`src/rtl/ddfr_pkg.sv`:
```
// Shared types and constants for the differential drive wheel command framer.
// No dependencies; every other file imports this package.
`timescale 1ns / 1ps

package ddfr_pkg;

   // Frame layout
   localparam int FRAME_BYTES = 14;
   localparam int POS_W       = 4;
   localparam logic [POS_W-1:0] POS_LAST = POS_W'(FRAME_BYTES - 1);

   // Field widths
   localparam int VEL_W   = 16;
   localparam int REG_W   = 16;
   localparam int BYTE_W  = 8;
   localparam int COUNT_W = 16;
   localparam int CSR_IDX_W = 2;

   // Default depth of the queue between the front and back parts
   localparam int QUEUE_DEPTH_DEFAULT = 2;

   // Register reset values
   localparam logic [REG_W-1:0] GAIN_RESET       = 16'd20972;
   localparam logic [REG_W-1:0] HALF_TRACK_RESET = 16'd6881;
   localparam logic [REG_W-1:0] COUNTS_RESET     = 16'd22918;

   // Fixed frame bytes
   localparam logic [BYTE_W-1:0] SYNC_HEAD_0 = 8'hAA;
   localparam logic [BYTE_W-1:0] SYNC_HEAD_1 = 8'h55;
   localparam logic [BYTE_W-1:0] SYNC_TAIL_0 = 8'hFF;
   localparam logic [BYTE_W-1:0] SYNC_TAIL_1 = 8'h88;
   localparam logic [BYTE_W-1:0] PAD_BYTE    = 8'h00;

   // Register indexes
   typedef enum logic [CSR_IDX_W-1:0] {
      CSR_COMMAND_GAIN     = 2'd0,
      CSR_HALF_TRACK_WIDTH = 2'd1,
      CSR_COUNTS_PER_SPEED = 2'd2
   } csr_index_type;

   // Wheel direction codes
   typedef enum logic [1:0] {
      DIR_FORWARD = 2'd0,
      DIR_REVERSE = 2'd1,
      DIR_STOPPED = 2'd2
   } dir_type;

   typedef struct packed {
      dir_type              dir;
      logic [COUNT_W-1:0]   count;
   } wheel_cmd_type;

   typedef struct packed {
      wheel_cmd_type left;
      wheel_cmd_type right;
   } frame_cmd_type;

   // Register values seen by the datapath
   typedef struct packed {
      logic [REG_W-1:0] command_gain;
      logic [REG_W-1:0] half_track_width;
      logic [REG_W-1:0] counts_per_speed;
   } csr_set_type;

endpackage

```
`src/rtl/ddfr_queue.sv`:
```
// Short queue of wheel commands between the front and back parts.
// Depth set by parameter (at least 2); depends on ddfr_pkg.
`timescale 1ns / 1ps

module ddfr_queue #(
   parameter int DEPTH = ddfr_pkg::QUEUE_DEPTH_DEFAULT
) (
   input  logic                     clock,
   input  logic                     reset,
   input  logic                     wr_en,
   input  ddfr_pkg::frame_cmd_type  wr_data,
   output logic                     full,
   input  logic                     rd_en,
   output logic                     rd_valid,
   output ddfr_pkg::frame_cmd_type  rd_data
);
   import ddfr_pkg::*;

   localparam int PTR_W = $clog2(DEPTH);
   localparam int CNT_W = $clog2(DEPTH + 1);

   frame_cmd_type      slot_ff [DEPTH];
   logic [PTR_W-1:0]   wr_ptr_ff, wr_ptr_in, rd_ptr_ff, rd_ptr_in;
   logic [CNT_W-1:0]   count_ff, count_in;
   logic               do_wr, do_rd;

   assign do_wr    = wr_en && !full;
   assign do_rd    = rd_en && rd_valid;
   assign full     = (count_ff == CNT_W'(DEPTH));
   assign rd_valid = (count_ff != '0);
   assign rd_data  = slot_ff[rd_ptr_ff];

   // Advance pointers with wrap, track fill level
   always_comb begin
      wr_ptr_in = wr_ptr_ff;
      rd_ptr_in = rd_ptr_ff;
      count_in  = count_ff;
      if (do_wr) begin
         wr_ptr_in = (wr_ptr_ff == PTR_W'(DEPTH - 1)) ? '0 : wr_ptr_ff + 1'b1;
      end
      if (do_rd) begin
         rd_ptr_in = (rd_ptr_ff == PTR_W'(DEPTH - 1)) ? '0 : rd_ptr_ff + 1'b1;
      end
      if (do_wr && !do_rd) begin
         count_in = count_ff + 1'b1;
      end else if (do_rd && !do_wr) begin
         count_in = count_ff - 1'b1;
      end
   end

   always_ff @(posedge clock) begin
      if (reset) begin
         wr_ptr_ff <= '0;
         rd_ptr_ff <= '0;
         count_ff  <= '0;
      end else begin
         wr_ptr_ff <= wr_ptr_in;
         rd_ptr_ff <= rd_ptr_in;
         count_ff  <= count_in;
      end
   end

   // Store entries
   always_ff @(posedge clock) begin
      if (do_wr) begin
         slot_ff[wr_ptr_ff] <= wr_data;
      end
   end

endmodule

```
`config.mk`:
```
export PLATFORM = sky130hd
export DESIGN_NAME = ddfr_queue
export DESIGN_NICKNAME = d
export VERILOG_FILES = /design/src/rtl/ddfr_pkg.sv /design/src/rtl/ddfr_queue.sv
export SDC_FILE = /design/constraint.sdc
export NUM_CORES = 1
export LEC_CHECK = 0
export BUFFER_PORTS_ARGS = -buffer_cell sky130_fd_sc_hd__buf_2
export CAP_MARGIN = 20
export CORE_MARGIN = 4
export CORE_UTILIZATION = 55
export DETAILED_ROUTE_END_ITERATION = 16
export GPL_ROUTABILITY_DRIVEN = 0
export PLACE_DENSITY = 0.83
export SLEW_MARGIN = 0
export SYNTH_ARGS = -nofsm -noshare
export SYNTH_HDL_FRONTEND = slang
export SYNTH_SLANG_ARGS = --single-unit
```
`constraint.sdc`:
```
create_clock -name clock -period 3 [get_ports clock]
set_input_delay 0 -clock clock [delete_from_list [all_inputs] [get_ports clock]]
set_output_delay 0 -clock clock [all_outputs]
set_load 0.1 [all_outputs]
```
* After elaboration in Yosys (flattened, before gate mapping)
Memories as Yosys holds them, arrays and structs flattened. A register that Yosys moved wholly into a read port is not among the register bits. Cells that the tools add are included.
Storage, ports and cells: register bits after elaboration 4, latch bits 0, bits in writable memories 72, bits in read-only memories 0, output and inout bits 38, memories 1
Memories:
- slot_ff | depth 2, bits a word 36, rd ports 1, clocked after Yosys merged registers in 1, write ports 1, RTL line ddfr_queue.sv:22 | frame_cmd_type slot_ff [DEPTH];
Operators by class: add/subtract/negate cells 4, multiply operators 0, divide/modulo/power cells 0, order comparisons 0, equal/unequal tests 1, shift-type cells 0, mux-type cells 8, bitwise logic cells 0, reduce and logical (&&, ||, !) cells 9
Operators with widths (number):
- two-way mux 1 bit | 6
- logical AND 1 bit | 4
- two-way mux 2 bit | 2
- nonzero test 2 bit | 2
- logical NOT 1 bit | 3
- adder 1 bit, second input constant | 2
- adder 2 x 1 -> 2 bit, second input constant | 1
- equality test 2 bit, second input constant | 1
- subtractor 2 x 1 -> 2 bit, second input constant | 1

* Depth between registers and ports, before layout
depth in word-level cells 7, gate-level depth with buffers 6

* Worst setup path before layout
OpenSTA, ideal clock, no wires.
path type flip-flop to flip-flop, start point register count_ff[1], end point memory slot_ff[1][0] in the netlist's numbering, enable pin, library setup time 0.424 ns, data arrival time 1.914 ns, data required time 2.576 ns, path slack 0.662 ns, stages on the path, launching flop included 4, path buffers 0, period minus slack after synthesis 2.338 ns, cells stage by stage dfxtp_1 -> nor2b_2 -> nor2_1 -> and2_1
Between the ends: longest elaborated chain between the ends 5
Ends and longest elaborated chain:
- start: declaration | RTL line ddfr_queue.sv:24 | logic [CNT_W-1:0] count_ff, count_in;
- start signal: assignment | RTL line ddfr_queue.sv:59 | count_ff <= count_in;
- equality test 2 bit | RTL line ddfr_queue.sv:29 | assign full = (count_ff == CNT_W'(DEPTH));
- via full | RTL line ddfr_queue.sv:12 | output logic full,
- logical NOT 1 bit | RTL line ddfr_queue.sv:27 | assign do_wr = wr_en && !full;
- logical AND 1 bit | RTL line ddfr_queue.sv:27
- two-way mux 1 bit | RTL line ddfr_queue.sv:65 | if (do_wr) begin
- two-way mux 1 bit (implied by the code) | RTL line ddfr_queue.sv:66 | slot_ff[wr_ptr_ff] <= wr_data;
- end: declaration | RTL line ddfr_queue.sv:22
The timed path passes the listed nets, and every way through them passes these cells.

==> results.json <==
{
  "post_cts_buffers": 0,
  "cp_data_required_time_ps": 3000,
  "p_int_w": 0.00211,
  "start_util_pct": 58.1,
  "hpwl_mm": 3.35,
  "relSlewSlack_pct": 43.4,
  "routed_wl_mm": 5.74,
  "grt_pass1_vias": 1889,
  "clkLatencyLatePin_ps": 340,
  "viasPerCell": 4.89,
  "startpoint_type": "register",
  "ys_top_cells_by_count": "edfxtp_1 (72), mux2_2 (36), dfxtp_1 (5), nor2_1 (4)",
  "endpoint_kind": "output pin",
  "dieArea_um2": 6330,
  "cts_buffer_depth": 2,
  "async_reset_ff_share_pct": 0,
  "io_pins": 78,
  "drtIter0Drc": 70,
  "grt_pass1_wl_mm": 9.23,
  "finalHoldWorstSlack_ps": 61.8,
  "arrival_ps": 2080,
  "grt_max_degree": 37,
  "postPlaceCellArea_um2": 3280,
  "final_core_util_pct": 79.3,
  "grt_overflow": 0,
  "seqPwrFrac_pct": 34.5,
  "synth_area_leaders": "edfxtp_1 (77%), mux2_2 (14%), dfxtp_1 (3.6%)",
  "drt-pass1-iter-count": 4,
  "hold_viol": 0,
  "final_net_count": 302,
  "hp-class": "in -> reg",
  "p_switching_w": 0.00200,
  "timing.final.crit_share_pct": 69.3,
  "vias": 1634,
  "yosys_warnings": 0,
  "synthesis.area_um2": 2820,
  "antenna_found_initial": 0,
  "finalSetupViolCount": 0,
  "ys_seq_elements": 77,
  "cts_resized": 0,
  "yosysSeqAreaShare_pct": 80.4,
  "drc_errors": 0,
  "numClockSinks": 77,
  "io_buffers": 77,
  "period_needed_ps": 2080,
  "synth_top_cell_by_area": "edfxtp_1",
  "die_h_um": 79.5,
  "static-leakage-power_nw": 1.47,
  "finalSetupTns_ps": 0,
  "htreeDepth": 3,
  "worst_pin_slew_ps": 850,
  "area_growth_pct": 36.5,
  "fin_skew_ps": 8.56,
  "pwr-share-comb_pct": 47.5,
  "root_buffer": "clkbuf_8",
  "rows": 25,
  "maxCapViolCount": 0,
  "final_antenna_net_count": 0,
  "slowest_stage": "dfxtp_1",
  "synth_edf_count": 72,
  "core_um2": 4850,
  "clkTransAtPathRegs_ps": 70,
  "cts_tree": "done",
  "ys.flop_type": "edfxtp_1",
  "critical_path_class": "reg -> out",
  "p_sw_share_pct": 48.6,
  "grt_use_total_pct": 20.4,
  "peakVddDrop_mv": 0.749,
  "ctsHoldBuffers": 37,
  "netlist_instances": 137,
  "synth_top_area_share_pct": 76.8,
  "cp_cell_sequence": "buf_4 -> mux2_2 -> buf_2",
  "slew_viol_final": 0,
  "die_w_um": 79.5,
  "synth_fp_nets": 178,
  "cp_max_fo": 26,
  "synth.distinct_cells": 15,
  "wire_per_inst_um": 17.2,
  "drive_gt1_share_pct": 50.4,
  "cts_buffers": 9,
  "final_area_um2": 3840,
  "p_total_w": 0.00411,
  "critPathMaxStageDelay_ps": 610,
  "clkPwrFrac_pct": 18.1,
  "avgSynthCellArea_um2": 20.5,
  "max_freq_mhz": 481,
  "rsz0062_at_grt": "false",
  "powerDensity_nw_per_um2": 1070,
  "status": "complete, no violations",
  "synth_most_common_cell": "edfxtp_1"
}
## final cells by class
| cell class | instances | area, µm² |
|---|---|---|
| flip-flops and latches | 77 | 2260 |
| fillers | 268 | 1000 |
| repair buffers | 117 | 778 |
| multi-input cells | 54 | 519 |
| clock buffers | 9 | 124 |
| well taps | 67 | 83.8 |
| clock inverters | 7 | 66.3 |
| inverters | 2 | 7.51 |
| diodes | 1 | 2.50 |
## per-layer routing
metal	vias to the layer above	routed length [µm]	global-route usage, %
met1	787	2230	22.6
li1	779	-	-
met2	53	3040	34.6
met4	0	204	12.4
met5	-	0	0
met3	15	273	5.76
## power by group through the flow
stage               registers (W)  logic [W]  clock network [W]
finish                    0.00142    0.00195           0.000744
CTS                       0.00142    0.00195           0.000745
floorplan                 0.00141    0.00168                  0
global placement          0.00143    0.00190                  0
global route              0.00143    0.00203           0.000810
detailed placement        0.00144    0.00191                  0
## flip-flops by register name (all words and copies together) (netlist names), named ones only
register	cells
slot_ff	72
wr_ptr_ff	1
count_ff	2
rd_ptr_ff	1
## worst max-delay path, delay by kind of cell, from the launching register on
kind     cells  cell delay [ps]
buf+inv      2              710
flops        1              610
mux          1              410
## worst paths after layout
| check | start | endpoint | slack (ps) | cells past startpoint |
|---|---|---|---|---|
| worst max-delay path | register | rd_data[2] | 920 | 3 |
| worst min-delay path | wr_en | wr_ptr_ff | 60 | 4 |
| worst max register to register | count_ff[0] | slot_ff[0][10] | 1000 | 4 |
| worst min register to register | count_ff[1] | count_ff[1] | 520 | 2 |
## stage by stage
step	instances	worst slack, ps
finish	334	920
global route	333	806
CTS	333	906
detailed placement	280	996
floorplan	137	662
global placement	280	1070
## layout by cell type (no fill, tap or decap), types with 2 or more instances in the layout
| cell type | count |
|---|---|
| buf_2 | 77 |
| buf_4 | 3 |
| edfxtp_1 | 72 |
| dfxtp_1 | 5 |
| a21oi_1 | 2 |
| nor2_1 | 4 |
| mux2_2 | 36 |
| dlygate4sd3_1 | 37 |
| clkbuf_8 | 9 |
| clkinv_2 | 2 |
| o21ai_0 | 3 |
| xor2_1 | 3 |
| clkinvlp_4 | 3 |
| inv_1 | 2 |
| or3_1 | 2 |
## kinds of logic after synthesis
logic type / after synthesis / share of synthesized area (%)
and+or+nand+nor: 9 / 1.73
DFF: 77 / 80.4
xor gates and xnor gates: 3 / 0.934
AOI/OAI and AO/OA: 5 / 0.889
buffers and inverters: 6 / 1.24
muxes: 36 / 14.4
adders and majority gates: 1 / 0.444
(Power assumes the default switching activity.)
