<file path="src/rtl/ddfr_pkg.sv">
// Shared types and constants for the differential drive wheel command framer.
// No dependencies; every other file imports this package.
`timescale 1ns / 1ps

package ddfr_pkg;

   // Frame layout
   localparam int FRAME_BYTES = 14;
   localparam int POS_W       = 4;
   localparam logic [POS_W-1:0] POS_LAST = POS_W'(FRAME_BYTES - 1);

   // Field widths
   localparam int VEL_W   = 16;
   localparam int REG_W   = 16;
   localparam int BYTE_W  = 8;
   localparam int COUNT_W = 16;
   localparam int CSR_IDX_W = 2;

   // Default depth of the queue between the front and back parts
   localparam int QUEUE_DEPTH_DEFAULT = 2;

   // Register reset values
   localparam logic [REG_W-1:0] GAIN_RESET       = 16'd20972;
   localparam logic [REG_W-1:0] HALF_TRACK_RESET = 16'd6881;
   localparam logic [REG_W-1:0] COUNTS_RESET     = 16'd22918;

   // Fixed frame bytes
   localparam logic [BYTE_W-1:0] SYNC_HEAD_0 = 8'hAA;
   localparam logic [BYTE_W-1:0] SYNC_HEAD_1 = 8'h55;
   localparam logic [BYTE_W-1:0] SYNC_TAIL_0 = 8'hFF;
   localparam logic [BYTE_W-1:0] SYNC_TAIL_1 = 8'h88;
   localparam logic [BYTE_W-1:0] PAD_BYTE    = 8'h00;

   // Register indexes
   typedef enum logic [CSR_IDX_W-1:0] {
      CSR_COMMAND_GAIN     = 2'd0,
      CSR_HALF_TRACK_WIDTH = 2'd1,
      CSR_COUNTS_PER_SPEED = 2'd2
   } csr_index_type;

   // Wheel direction codes
   typedef enum logic [1:0] {
      DIR_FORWARD = 2'd0,
      DIR_REVERSE = 2'd1,
      DIR_STOPPED = 2'd2
   } dir_type;

   typedef struct packed {
      dir_type              dir;
      logic [COUNT_W-1:0]   count;
   } wheel_cmd_type;

   typedef struct packed {
      wheel_cmd_type left;
      wheel_cmd_type right;
   } frame_cmd_type;

   // Register values seen by the datapath
   typedef struct packed {
      logic [REG_W-1:0] command_gain;
      logic [REG_W-1:0] half_track_width;
      logic [REG_W-1:0] counts_per_speed;
   } csr_set_type;

endpackage

</file>
<file path="src/rtl/ddfr_back.sv">
// Back part: serializes each queued wheel command into a 14-byte frame.
// Output register decouples the result channel; depends on ddfr_pkg.
`timescale 1ns / 1ps

module ddfr_back (
   input  logic                           clock,
   input  logic                           reset,
   input  logic                           q_valid,
   input  ddfr_pkg::frame_cmd_type        q_data,
   output logic                           q_pop,
   output logic                           out_empty,
   input  logic                           out_pop,
   output logic [ddfr_pkg::BYTE_W-1:0]    out_byte,
   output logic [ddfr_pkg::POS_W-1:0]     out_pos,
   output logic                           out_last
);
   import ddfr_pkg::*;

   localparam logic [POS_W-1:0] POS_HEAD_0 = 4'd0;
   localparam logic [POS_W-1:0] POS_HEAD_1 = 4'd1;
   localparam logic [POS_W-1:0] POS_DIR_L  = 4'd2;
   localparam logic [POS_W-1:0] POS_HI_L   = 4'd3;
   localparam logic [POS_W-1:0] POS_LO_L   = 4'd4;
   localparam logic [POS_W-1:0] POS_DIR_R  = 4'd5;
   localparam logic [POS_W-1:0] POS_HI_R   = 4'd6;
   localparam logic [POS_W-1:0] POS_LO_R   = 4'd7;
   localparam logic [POS_W-1:0] POS_TAIL_0 = 4'd12;

   logic [POS_W-1:0]  pos_ff, pos_in;
   logic              out_valid_ff, out_valid_in;
   logic [BYTE_W-1:0] byte_ff, byte_in;
   logic [POS_W-1:0]  opos_ff;
   logic              last_ff;
   logic              load;
   logic              at_last;

   // Pick the frame byte for the current position
   function automatic logic [BYTE_W-1:0] frame_byte(frame_cmd_type cmd,
                                                    logic [POS_W-1:0] pos);
      logic [BYTE_W-1:0] b;
      case (pos)
         POS_HEAD_0: b = SYNC_HEAD_0;
         POS_HEAD_1: b = SYNC_HEAD_1;
         POS_DIR_L:  b = {6'b0, cmd.left.dir};
         POS_HI_L:   b = cmd.left.count[15:8];
         POS_LO_L:   b = cmd.left.count[7:0];
         POS_DIR_R:  b = {6'b0, cmd.right.dir};
         POS_HI_R:   b = cmd.right.count[15:8];
         POS_LO_R:   b = cmd.right.count[7:0];
         POS_TAIL_0: b = SYNC_TAIL_0;
         POS_LAST:   b = SYNC_TAIL_1;
         default:    b = PAD_BYTE;
      endcase
      return b;
   endfunction

   // Refill the output register when it is free or being taken
   assign load    = !out_valid_ff || out_pop;
   assign at_last = (pos_ff == POS_LAST);
   assign q_pop   = load && q_valid && at_last;

   always_comb begin
      pos_in       = pos_ff;
      out_valid_in = out_valid_ff;
      byte_in      = frame_byte(q_data, pos_ff);
      if (load) begin
         out_valid_in = q_valid;
         if (q_valid) begin
            pos_in = at_last ? '0 : pos_ff + 1'b1;
         end
      end
   end

   always_ff @(posedge clock) begin
      if (reset) begin
         pos_ff       <= '0;
         out_valid_ff <= 1'b0;
      end else begin
         pos_ff       <= pos_in;
         out_valid_ff <= out_valid_in;
      end
   end

   always_ff @(posedge clock) begin
      if (load && q_valid) begin
         byte_ff <= byte_in;
         opos_ff <= pos_ff;
         last_ff <= at_last;
      end
   end

   assign out_empty = !out_valid_ff;
   assign out_byte  = byte_ff;
   assign out_pos   = opos_ff;
   assign out_last  = last_ff;

endmodule

</file>
<file path="config.mk">
export PLATFORM = sky130hd
export DESIGN_NAME = ddfr_back
export DESIGN_NICKNAME = d
export VERILOG_FILES = /design/src/rtl/ddfr_pkg.sv /design/src/rtl/ddfr_back.sv
export SDC_FILE = /design/constraint.sdc
export NUM_CORES = 1
export LEC_CHECK = 0
export BUFFER_PORTS_ARGS = -buffer_cell sky130_fd_sc_hd__buf_2
export CORE_UTILIZATION = 45
export CTS_CLUSTER_DIAMETER = 120
export DETAILED_ROUTE_END_ITERATION = 10
export MAX_ROUTING_LAYER = met4
export PLACE_DENSITY = 0.89
export RECOVER_POWER = 25
export SYNTH_ARGS = -nofsm -noshare
export SYNTH_HDL_FRONTEND = slang
export SYNTH_SLANG_ARGS = --single-unit
</file>
<file path="constraint.sdc">
create_clock -name clock -period 1.6 [get_ports clock]
set_input_delay 0.08 -clock clock [delete_from_list [all_inputs] [get_ports clock]]
set_output_delay 0.08 -clock clock [all_outputs]
set_load 0.005 [all_outputs]
</file>
Word-level counts from Yosys, hierarchy flattened
Cells that the tools add are included.
Widths: inputs -> output; s select.
- input bits: 40
- word-level logic and storage cells: 23
- output and inout port bits: 15
- flip-flop bits (word level): 18
- mux-type cells: 2
- eq/ne operators: 9
- add/subtract/negate cells: 1
- reductions and logical operators: 6
- operators by type and width (kind ; number):
    $pmux 8 s10 ; 1
    $eq 4x3->1 const B ; 4
    $eq 4x2->1 const B ; 2
    $eq 4x4->1 const B ; 2
    $add 4x1->4 const B ; 1
    $eq 4x1->1 const B ; 1
    $logic_not 4->1 ; 1
    $mux 4 ; 1
    $logic_and 1x1->1 ; 2
    $reduce_and 2->1 ; 1
    $logic_not 1->1 ; 1
    $logic_or 1x1->1 ; 1

Longest topological paths before layout
- depth after elaboration: 4
- gate-level depth with buffers: 6
- mapped depth without buffers: 4

Least setup slack after synthesis
OpenSTA, ideal clock, no wires.
- path kind: flip-flop to flip-flop
- start: register pos_ff[2]
- end: register byte_ff[7] (netlist: out_byte[7]) (data pin)
- path buffers: 1
- arrival time: 1097 ps
- clock period less this slack: 1356 ps
- stages on the path, launching flop included: 6
- setup time: 259 ps
- required time: 1341 ps
- setup slack: 244 ps
- path through: dfxtp_1 buf_6 and3b_4 a22oi_2 o22ai_1 a211o_1
- cells in the longest elaborated chain, start to end: 2
- elaborated cells on any way between the ends: 11
- classes of those cells: eq/ne (9); mux (1); reduce/logical (1)
- RTL lines (what ; line ; source):
    start: declaration ; ddfr_back.sv:29 ; logic [POS_W-1:0] pos_ff, pos_in;
    start signal: assignment ; ddfr_back.sv:79 ; pos_ff <= pos_in;
    $eq 4x4->1, or another cell as far along ; ddfr_back.sv:41 ; case (pos)
    $pmux 8 s10 * ; ddfr_back.sv:41 ;
    named net byte_in[7] ; ddfr_back.sv:31 ; logic [BYTE_W-1:0] byte_ff, byte_in;
    end signal: assignment ; ddfr_back.sv:86 ; byte_ff <= byte_in;
    end: declaration ; ddfr_back.sv:31 ;
Mark *: on every way through the listed nets, which the timed path passes. The rest lies on a longest branch.
A chain may end at the register's enable or synchronous reset.

Final worst setup path
- start: register pos_ff[0]
- end: output port q_pop
- cells in the longest elaborated chain, start to end: 2
- RTL lines (what ; line ; source):
    $eq 4x4->1 ; ddfr_back.sv:59 ; assign at_last = (pos_ff == POS_LAST);
    named net at_last ; ddfr_back.sv:35 ; logic at_last;
    $logic_and 1x1->1 ; ddfr_back.sv:60 ; assign q_pop = load && q_valid && at_last;
    end: declaration ; ddfr_back.sv:10 ; output logic q_pop,
The timed path passes the listed nets, and every way through them passes these cells.

==> flow_summary_export.csv <==
group,metric,value,unit
outcome,status,"finished clean",
routing,drt_iter0_drc,60,
critical_path,rr_endpoint,"out_byte[1]",
timing,tns,0,ns
synthesis,syn_inst,118,
layout,layout-drive-gt1-share,41.44,%
die,coreArea,2255,um^2
placement,dpl.hpwl,2239,um
pwr,power_density,751.1,nW/um^2
critical_path,cp-start-kind,"flop",
synthesis,postSynthAreaPerCell,9.236,um^2
layout,area_growth,37.54,%
critical_path,critPathKind,"flop to output pin",
clock_network,clk_latency,0.31,ns
min_path,holdPathEnd,"out_valid_ff",
synthesis,ys_top_cells_by_count,"edfxtp_1 (13), nand2_1 (12), nor2_1 (12)",
min_path,worstHoldPathType,"primary input to flop",
die,fp-row-count,17,
synthesis,synth_top_cell_area_share,35.82,%
die,dieArea,2622,um^2
pwr,power.leakage,0.6587,nW
clock_network,path_clk_slew,0.11,ns
timing,worst_slew_pin_slew,0.3088,ns
synthesis,synth_edf_count,13,
clock_network,cts_max_level,1,
clock_network,root_buffer,"clkbuf_4",
timing,rsz0062_at_grt,"false",
clock_network,cts_max_path_buffers,2,
global_routing,antenna_found_initial,0,
placement,gp_congestion,0.9591,
critical_path,crit_fanout,8,
critical_path,cp.arrival,1.43,ns
pwr,vdd_drop_max,489.4,uV
synthesis,synth_nets,158,
critical_path,rr_startpoint,"pos_ff[1]",
layout,antenna_cells,0,
synthesis,ys_ff_latch,18,
min_path,whs_path_depth,3,
die,ios,55,
clock_network,clock-sinks,18,
critical_path,regToRegSetupSlack,0.13,ns
timing,clock_skew,0.01062,ns
routing,route.detailed.drc,0,
die,start_util,48.34,%
synthesis,synth-seq-area-share,45.01,%
clock_network,cts_tree,"built",
timing,period_needed,1.510,ns
layout,fillers,177,
synthesis,synthArstFlopShare,0,%
routing,final_antenna_net_count,0,
routing,first_pass_iters,4,
global_routing,grt_max_degree,14,
critical_path,endpoint_kind,"output pin",
clock_network,cts_buffers,3,
global_routing,grt_pass1_vias,1132,
synthesis,ys.flop_type,"edfxtp_1",
timing,slew_headroom,79.09,%
min_path,hp-start,"q_valid",
global_routing,overflow,0,
synthesis,synth.most_common_cell,"edfxtp_1",
synthesis,ys_types,39,
timing,period_share,94.35,%
pwr,p_total,1.126,mW
global_routing,grt.total_usage,25.02,%
die,die_height,51.21,um
die,chipWidth,51.21,um
placement,portBuffers,54,
timing,slew_violations,0,
routing,vias,1185,
critical_path,worstRegToRegCells,5,
synthesis,syn_area,1090,um^2
timing,setup_viol,0,
flow_run,cap_violations,0,
synthesis,synth_area_leaders,"edfxtp_1 (36%), dfxtp_1 (9.2%), a21oi_1 (4.6%)",
routing,routedWlPerCell,14.70,um
global_routing,grt_pass1_wl,4643,um
routing,drt_wl_total,3072,um
routing,avgViaCountPerCell,5.670,
timing,hold_viol,0,
synthesis,yosys.area.top_type,"edfxtp_1",
layout,utilization,66.48,%
layout,nets,222,
critical_path,critPathRequiredTime,1.52,ns
synthesis,yosysWarnings,0,
timing,fmaxAchievable,662.4,MHz
layout by cell type (no fill, tap or decap), types with 2 or more instances in the layout:
cell type,n
a21oi_1,10
a22o_1,2
a22oi_1,2
a32oi_1,2
buf_2,51
buf_4,12
clkbuf_1,3
clkbuf_4,3
dfxtp_1,4
edfxtp_1,13
inv_1,5
mux2i_1,3
nand2_1,12
nand2b_1,5
nor2_1,12
nor2b_1,4
nor3_1,4
o21ai_0,4
o21ai_1,2
o22ai_1,3
o311ai_1,2
o31ai_1,2
metal layers:
layer | vias to the layer above | track usage [%] | share of wire (%)
li1 | 559 | - | -
met1 | 524 | 27.03 | 37
met2 | 85 | 44.08 | 49
met3 | 17 | 4.167 | 10
met4 | 0 | 12.61 | 3.5
met5 | - | - | 0
logic make-up (layout without fill, tap and decap cells):
family | after synthesis | count (layout) | share of synthesized area (%)
xor gates and xnor gates | 2 | 2 | 1.608
buffers and inverters | 15 | 78 | 6.888
AOI/OAI and AO/OA | 33 | 33 | 20.21
muxes | 5 | 5 | 4.822
DFF | 18 | 18 | 45.01
and+or+nand+nor | 45 | 45 | 21.47
how the worst max path moves through the flow:
stage,from,endpoint,slack [ns]
3_3_place_gp,pos_ff[0],out_byte[7],0.19
5_1_grt,pos_ff[3],q_pop,0.01
4_1_cts,pos_ff[0],q_pop,0.04
3_5_place_dp,pos_ff[0],out_byte[7],0.15
6_report,pos_ff[0],q_pop,0.09
2_1_floorplan,pos_ff[2],out_byte[7],0.24
state kept, by name (all words and copies together) (netlist names):
signal	cells
out_valid_ff	1
out_byte	8
out_last	1
pos_ff	4
out_pos	4
stage by stage:
stage	worst slack (ns)	hold WS [ns]	instance area, um^2	instances
final	0.09044	0.04503	1499	209
after global routing	0.01371	0.05190	1499	209
after CTS	0.03552	0.03418	1485	207
after detailed placement	0.1464	0.3129	1438	202
after global placement	0.1884	0.3114	1438	202
after floorplan	0.2443	0.1491	1090	118
where the power goes:
group,internal [mW],switching [mW]
Combinational,0.142,0.130
Sequential,0.544,0.0171
Clock,0.139,0.154
worst max-delay path, cell delays in order (launching register included):
cell and delay, ns:
dfxtp_4 0.40, buf_4 0.14, inv_2 0.08, nor3_2 0.21
nor2b_1 0.16, buf_2 0.12
final cells by class:
cell class / count / area, um^2 / area share [%]
clock buffer: 4 / 36.28 / 2.421
multi-input combinational: 85 / 524.3 / 34.97
inverter: 6 / 22.52 / 1.503
sequential: 18 / 494.2 / 32.97
timing repair buffer: 68 / 386.6 / 25.79
tap: 28 / 35.03 / 2.337
timing repair:
action	CTS	global route
gates resized for setup	1	1
hold endpoints to repair	5	0
hold buffers	1	0
setup endpoints to repair	1	1
pin swaps	0	0
setup buffers	0	2
No activity file was read; power rests on OpenSTA's default activity.
